===== src/design/cblc_pkg.sv =====
`timescale 1ns / 1ps
package cblc_pkg;
  localparam int MAX_CLUSTERS_DEF = 16;
  localparam int COUNT_BITS_DEF = 24;
  localparam int COORD_W = 12;
  localparam int OUT_COUNT_W = 24;
  localparam int TOTAL_W = 5;
  localparam int CFG_IDX_W = 3;
  localparam int CFG_DATA_W = 12;
  localparam logic [CFG_IDX_W-1:0] REG_RED_LOW = 3'd0;
  localparam logic [CFG_IDX_W-1:0] REG_RED_HIGH = 3'd1;
  localparam logic [CFG_IDX_W-1:0] REG_GREEN_LOW = 3'd2;
  localparam logic [CFG_IDX_W-1:0] REG_GREEN_HIGH = 3'd3;
  localparam logic [CFG_IDX_W-1:0] REG_BLUE_LOW = 3'd4;
  localparam logic [CFG_IDX_W-1:0] REG_BLUE_HIGH = 3'd5;
  localparam logic [CFG_IDX_W-1:0] REG_JOIN_RADIUS = 3'd6;
  localparam logic [CFG_IDX_W-1:0] REG_FRAME_WIDTH = 3'd7;

  // token handed from cell to cell
  typedef struct packed {
    logic             valid;
    logic             taken;
    logic [COORD_W-1:0] row;
    logic [COORD_W-1:0] col;
  } tok_t;
endpackage


===== src/design/cblc_div.sv =====
`timescale 1ns / 1ps
module cblc_div #(
  parameter int NUM_W = 56,
  parameter int DEN_W = 33
) (
  input  logic              clk,
  input  logic              rst,
  input  logic              start,
  input  logic [NUM_W-1:0]  num,
  input  logic [DEN_W-1:0]  den,
  output logic              busy,
  output logic [cblc_pkg::COORD_W-1:0] quot
);
  localparam int CW = $clog2(NUM_W + 1);
  logic [NUM_W-1:0] n;
  logic [DEN_W-1:0] d;
  logic [DEN_W:0]   rem;
  logic [CW-1:0]    cnt;
  logic [DEN_W:0]   trial;
  logic [NUM_W-1:0] q;

  assign trial = {rem[DEN_W-1:0], n[NUM_W-1]} - {1'b0, d};
  assign quot = q[cblc_pkg::COORD_W-1:0];

  always_ff @(posedge clk) begin
    if (rst) begin
      busy <= 1'b0;
      cnt <= '0;
    end else if (start) begin
      busy <= 1'b1;
      cnt <= CW'(NUM_W);
      n <= num;
      d <= den;
      rem <= '0;
      q <= '0;
    end else if (busy) begin
      n <= {n[NUM_W-2:0], 1'b0};
      if (!trial[DEN_W]) begin
        rem <= trial;
        q <= {q[NUM_W-2:0], 1'b1};
      end else begin
        rem <= {rem[DEN_W-1:0], n[NUM_W-1]};
        q <= {q[NUM_W-2:0], 1'b0};
      end
      cnt <= cnt - 1'b1;
      if (cnt == CW'(1)) busy <= 1'b0;
    end
  end
endmodule


===== src/design/cblc_cell.sv =====
`timescale 1ns / 1ps
module cblc_cell #(
  parameter int COUNT_BITS = 24
) (
  input  logic clk,
  input  logic rst,
  input  logic clear,
  input  logic [cblc_pkg::COORD_W-1:0] radius,
  input  logic prev_used,
  input  cblc_pkg::tok_t tin,
  output cblc_pkg::tok_t tout,
  output logic used,
  output logic busy,
  output logic [cblc_pkg::COORD_W-1:0] crow,
  output logic [cblc_pkg::COORD_W-1:0] ccol,
  output logic [COUNT_BITS-1:0] csize
);
  localparam int CW = cblc_pkg::COORD_W;
  localparam int NUM_W = CW + COUNT_BITS + 1;
  localparam int DEN_W = COUNT_BITS + 1;
  logic [CW-1:0] dr, dc;
  logic hit, open, start;
  logic brow, bcol;
  logic [CW-1:0] qrow, qcol;
  logic [DEN_W-1:0] den;
  logic waiting;

  assign dr = (tin.row > crow) ? tin.row - crow : crow - tin.row;
  assign dc = (tin.col > ccol) ? tin.col - ccol : ccol - tin.col;
  assign hit = tin.valid && !tin.taken && used && dr < radius && dc < radius;
  assign open = tin.valid && !tin.taken && !used && prev_used;
  assign start = hit;
  assign den = DEN_W'(csize) + DEN_W'(1);
  assign busy = brow || bcol || waiting;

  cblc_div #(.NUM_W(NUM_W), .DEN_W(DEN_W)) u_drow (
    .clk, .rst, .start,
    .num(NUM_W'(crow) * NUM_W'(csize) + NUM_W'(tin.row)),
    .den, .busy(brow), .quot(qrow));
  cblc_div #(.NUM_W(NUM_W), .DEN_W(DEN_W)) u_dcol (
    .clk, .rst, .start,
    .num(NUM_W'(ccol) * NUM_W'(csize) + NUM_W'(tin.col)),
    .den, .busy(bcol), .quot(qcol));

  always_ff @(posedge clk) begin
    if (rst || clear) begin
      used <= 1'b0;
      waiting <= 1'b0;
      tout <= '0;
    end else begin
      tout.valid <= tin.valid;
      tout.taken <= tin.taken || hit || open;
      tout.row <= tin.row;
      tout.col <= tin.col;
      if (open) begin
        used <= 1'b1;
        crow <= tin.row;
        ccol <= tin.col;
        csize <= COUNT_BITS'(1);
      end
      if (hit) begin
        waiting <= 1'b1;
        if (csize != '1) csize <= csize + 1'b1;
      end
      if (waiting && !brow && !bcol) begin
        waiting <= 1'b0;
        crow <= qrow;
        ccol <= qcol;
      end
    end
  end
endmodule


===== config.mk =====
export PLATFORM = sky130hd
export DESIGN_NAME = cblc_cell
export DESIGN_NICKNAME = d
export VERILOG_FILES = /design/src/design/cblc_pkg.sv /design/src/design/cblc_div.sv /design/src/design/cblc_cell.sv
export SDC_FILE = /design/constraint.sdc
export NUM_CORES = 2
export LEC_CHECK = 0
export ABC_AREA = 1
export BUFFER_PORTS_ARGS = -buffer_cell sky130_fd_sc_hd__buf_2
export CAP_MARGIN = 10
export CORE_MARGIN = 8
export CORE_UTILIZATION = 55
export CTS_CLUSTER_SIZE = 12
export DETAILED_ROUTE_END_ITERATION = 6
export PLACE_DENSITY = 0.77
export SLEW_MARGIN = 20
export SYNTH_ARGS = -nofsm -noshare
export SYNTH_HDL_FRONTEND = slang
export SYNTH_SLANG_ARGS = --single-unit

===== constraint.sdc =====
create_clock -name clk -period 8 [get_ports clk]
set_input_delay 0.4 -clock clk [delete_from_list [all_inputs] [get_ports clk]]
set_output_delay 0.4 -clock clk [all_outputs]
set_load 0.01 [all_outputs]

==> flow_metrics.env <==
export IMPL_synthCells=5419
export IMPL_grt_setup_unrepaired="no"
export IMPL_post_place_ws_ps=2090
export IMPL_post_cts_setup_buffer_count=0
export IMPL_critical_path_slowest_cell="sky130_fd_sc_hd__edfxtp_1"
export IMPL_worst_setup_path_type="flip-flop to flip-flop"
export IMPL_fin_ws_ps=2020
export IMPL_max_clock_path_buffers=3
export IMPL_initial_core_util_pct=55.2
export IMPL_timing_hold_violations_final=0
export IMPL_regToRegEndpoint="u_drow.n[35]$_DFFE_PP_"
export IMPL_drt_iter0_markers=3002
export IMPL_synth_yosys_warnings=0
export IMPL_count_of_max_cap_constraint_violations=0
export IMPL_track_usage_pct=27.2
export IMPL_totalWireLength_um=107000
export IMPL_synth_top_cells_by_count="sky130_fd_sc_hd__nand2_1 (1,701), sky130_fd_sc_hd__inv_1 (1,308), sky130_fd_sc_hd__fa_1 (470)"
export IMPL_crit_path_start_kind="flip-flop"
export IMPL_count_of_antenna_diodes_in_the_layout=0
export IMPL_power_switching_fraction_pct=48.4
export IMPL_total_power_density_per_cell_area_nw_per_um2=203
export IMPL_clock_sinks=263
export IMPL_final_min_clock_period_ps=5980
export IMPL_dieHeight_um=283
export IMPL_synth_top_area_cell="sky130_fd_sc_hd__fa_1"
export IMPL_timing_slew_headroom_pct=19.6
export IMPL_power_ir_vdd_worst_v=0.000228
export IMPL_avgViaCountPerCell=5.20
export IMPL_cts_h_tree_lvls=2
export IMPL_vias=33300
export IMPL_cts_repair_resized=0
export IMPL_cts_made_buffers=37
export IMPL_clock_skew_final_ps=41.3
export IMPL_synthesis_nets=6246
export IMPL_switching_power_mw=4.11
export IMPL_yosysUniqueCellTypes=46
export IMPL_cpMostUsedCell="sky130_fd_sc_hd__fa_1"
export IMPL_post_dp_hpwl_um=83100
export IMPL_maxClockFrequency_ghz=0.167
export IMPL_row_count=98
export IMPL_port_buffers=117
export IMPL_most_numerous_cell_in_the_yosys_netlist="sky130_fd_sc_hd__nand2_1"
export IMPL_biggest_fanout_along_the_worst_timing_path=27
export IMPL_tightestPinTransition_ps=1210
export IMPL_crit_path_end="u_drow.n[35]$_DFFE_PP_"
export IMPL_floorplan_io_pins=118
export IMPL_path_type_of_the_worst_min_delay_path="input pin to flip-flop"
export IMPL_primary_ff_master_synth="sky130_fd_sc_hd__edfxtp_1"
export IMPL_worst_r2r_startpoint="crow[8]$_DFFE_PP_"
export IMPL_grt_pass1_vias=33600
export IMPL_whs_path_depth=3
export IMPL_grt_antenna_before_repair=1
export IMPL_synth_area_sq_um=39200
export IMPL_postSynthAreaPerCell_sq_um=7.23
export IMPL_clock_power_share_pct=20.3
export IMPL_seqCellArea_sq_um=7480
export IMPL_share_of_synthesized_area_occupied_by_flip_flops_and_latches_pct=19.1
export IMPL_detail_route_wl_per_cell_um=16.7
export IMPL_fin_setup_tns_ps=0
export IMPL_areaGrowthSynthToFinish_pct=6.66
export IMPL_area_of_combinational_cells_with_multiple_inputs_sq_um=25800
export IMPL_post_layout_nonfiller_instances=6408
export IMPL_power_static_leakage_nw=23.5
export IMPL_total_nets_final=6257
export IMPL_proportion_of_power_drawn_by_combinational_gates_pct=61.7
export IMPL_grt_first_pass_wirelength_um=174000
export IMPL_power_internal_mw=4.38
export IMPL_dieArea_sq_um=80000
export IMPL_reg2reg_slack_ps=2020
export IMPL_synth_top_cell_area_share_pct=24.0
export IMPL_worst_path_largest_cell_delay_ps=1140
export IMPL_setup_viol=0
export IMPL_number_of_fillers_in_the_final_layout=6484
export IMPL_postRouteAntennaNets=0
export IMPL_clk_transition_reported_paths_ps=60
export IMPL_core_footprint_sq_um=71000
export IMPL_pwr_share_seq_pct=18.0
export IMPL_critical_path_endpoint_type="flip-flop"
export IMPL_synth_edf_count=221
export IMPL_synth_async_sr_flop_share_pct=0
export IMPL_finalWeightedCongestion=0.966
export IMPL_worstSkewPairLatency_ps=590
export IMPL_status="finished, final reports clean"
export IMPL_count_of_tritonroute_iterations_in_the_first_routing_pass=6
export IMPL_cts_root_buffer="sky130_fd_sc_hd__clkbuf_16"
export IMPL_tritoncts_clock_tree="done"
export IMPL_gr_total_overflow=0
export IMPL_post_route_drc_count=0
export IMPL_fraction_of_final_layout_cells_with_drive_strength_greater_than_1_pct=5.55
export IMPL_cp_startpoint="crow[8]$_DFFE_PP_"
export IMPL_cts_hold_buf=0
export IMPL_min_period_over_period_pct=74.7
export IMPL_required_ps=8300
export IMPL_largest_net_degree_at_the_start_of_global_routing=105
export IMPL_r2r_cells=18
export IMPL_total_power_mw=8.49
export IMPL_ys_ff_latch=263
export IMPL_critical_path_arrival_ps=6280
export IMPL_die_width_um=283
export IMPL_post_route_util_pct=58.8
export IMPL_synth_top_cells_by_area="sky130_fd_sc_hd__fa_1 (24%), sky130_fd_sc_hd__edfxtp_1 (17%), sky130_fd_sc_hd__nand2_1 (16%), sky130_fd_sc_hd__inv_1 (13%), sky130_fd_sc_hd__ha_1 (10%)"
export IMPL_slew_violations=0
export IMPL_timing_critical_path_cells="nand2_1 > fa_1 > inv_1 > fa_1 > fa_1 > fa_1 > inv_1 > fa_1 > inv_1 > ha_1 > a21oi_1 > o21ai_0 > a21oi_1 > nand2_1 > nand2_1 > nand3_1 > nand3_1 > nand2_1"
export IMPL_placedCellCount=6340
## state kept, by name (all words and copies together), names as in the netlist, 12 cells and up
register	flops
u_dcol.rem	25
u_drow.rem	25
crow	12
csize	24
u_dcol.q	12
u_dcol.n	37
tout	26
u_drow.q	12
u_dcol.d	25
u_drow.n	37
ccol	12
## power groups by stage
stage	combinational [mW]	clock, mW	sequential [mW]
after global placement	5.10	0	1.55
after detailed placement	5.14	0	1.55
after global routing	5.97	1.79	1.53
after CTS	5.19	1.75	1.52
final	5.24	1.72	1.53
after floorplan	3.87	0	1.53
## worst min-delay path by stage
stage,start,end,slack [ps]
6_report,tin[25],tout[25]$_SDFF_PP0_,70
5_1_grt,tin[25],tout[25]$_SDFF_PP0_,90
4_1_cts,tin[25],tout[25]$_SDFF_PP0_,50
3_5_place_dp,waiting$_SDFFE_PP0P_,waiting$_SDFFE_PP0P_,470
3_3_place_gp,waiting$_SDFFE_PP0P_,waiting$_SDFFE_PP0P_,460
2_1_floorplan,waiting$_SDFFE_PP0P_,waiting$_SDFFE_PP0P_,450
## through the flow
| stage | area [sq um] | hold slack [ps] |
|---|---|---|
| 2_1_floorplan | 39200 | 447 |
| 3_3_place_gp | 40500 | 461 |
| 3_5_place_dp | 40500 | 467 |
| 4_1_cts | 41800 | 52.4 |
| 5_1_grt | 41800 | 91.2 |
| 6_report | 41800 | 74.9 |
## cells in the final DEF (no fill, tap or decap), types with 19 or more instances in the layout
| cell | count |
|---|---|
| sky130_fd_sc_hd__o21ai_0 | 134 |
| sky130_fd_sc_hd__o21ai_1 | 19 |
| sky130_fd_sc_hd__fa_1 | 470 |
| sky130_fd_sc_hd__clkbuf_16 | 37 |
| sky130_fd_sc_hd__nand2_1 | 1700 |
| sky130_fd_sc_hd__inv_1 | 1308 |
| sky130_fd_sc_hd__ha_1 | 315 |
| sky130_fd_sc_hd__buf_4 | 53 |
| sky130_fd_sc_hd__nor2_1 | 372 |
| sky130_fd_sc_hd__dfxtp_1 | 42 |
| sky130_fd_sc_hd__buf_2 | 117 |
| sky130_fd_sc_hd__a21oi_1 | 155 |
| sky130_fd_sc_hd__nand2_2 | 20 |
| sky130_fd_sc_hd__o21bai_1 | 19 |
| sky130_fd_sc_hd__edfxtp_1 | 221 |
| sky130_fd_sc_hd__xor2_1 | 73 |
| sky130_fd_sc_hd__nand4_1 | 44 |
| sky130_fd_sc_hd__xnor2_1 | 44 |
| sky130_fd_sc_hd__nand3_1 | 155 |
| sky130_fd_sc_hd__nor3_1 | 31 |
## kinds of logic after synthesis
logic type | synth area share (%)
and+or+nand+nor | 24.5
buffers and inverters | 15.0
adders and majority gates | 34.1
AOI/OAI and AO/OA | 4.65
DFF | 19.1
xor gates and xnor gates | 2.62
## cell type report
cell class                 instances  area share (%)
sequential                       263            17.9
timing repair buffer             175            2.57
tap                              950            2.85
inverter                        1317            11.8
clock buffer                      45            2.34
clock inverter                    22           0.647
multi-input combinational       3636            61.9
## layer usage
metal | vias up | global-route usage (%) | wire length [um]
met1 | 15600 | 36.3 | 45000
met2 | 1384 | 44.4 | 48700
met5 | - | 0 | 9
met3 | 253 | 5.04 | 9430
li1 | 16000 | - | -
met4 | 2 | 9.44 | 3900
## critical path: cells and delay by family, from the launching register on
family / cells / cell delay [ps]
fa+ha+maj: 6 / 3030
flops: 1 / 1140
simple gates: 6 / 730
compound gates: 3 / 620
buf+inv: 3 / 150
Power figures use the tool's default switching activity.
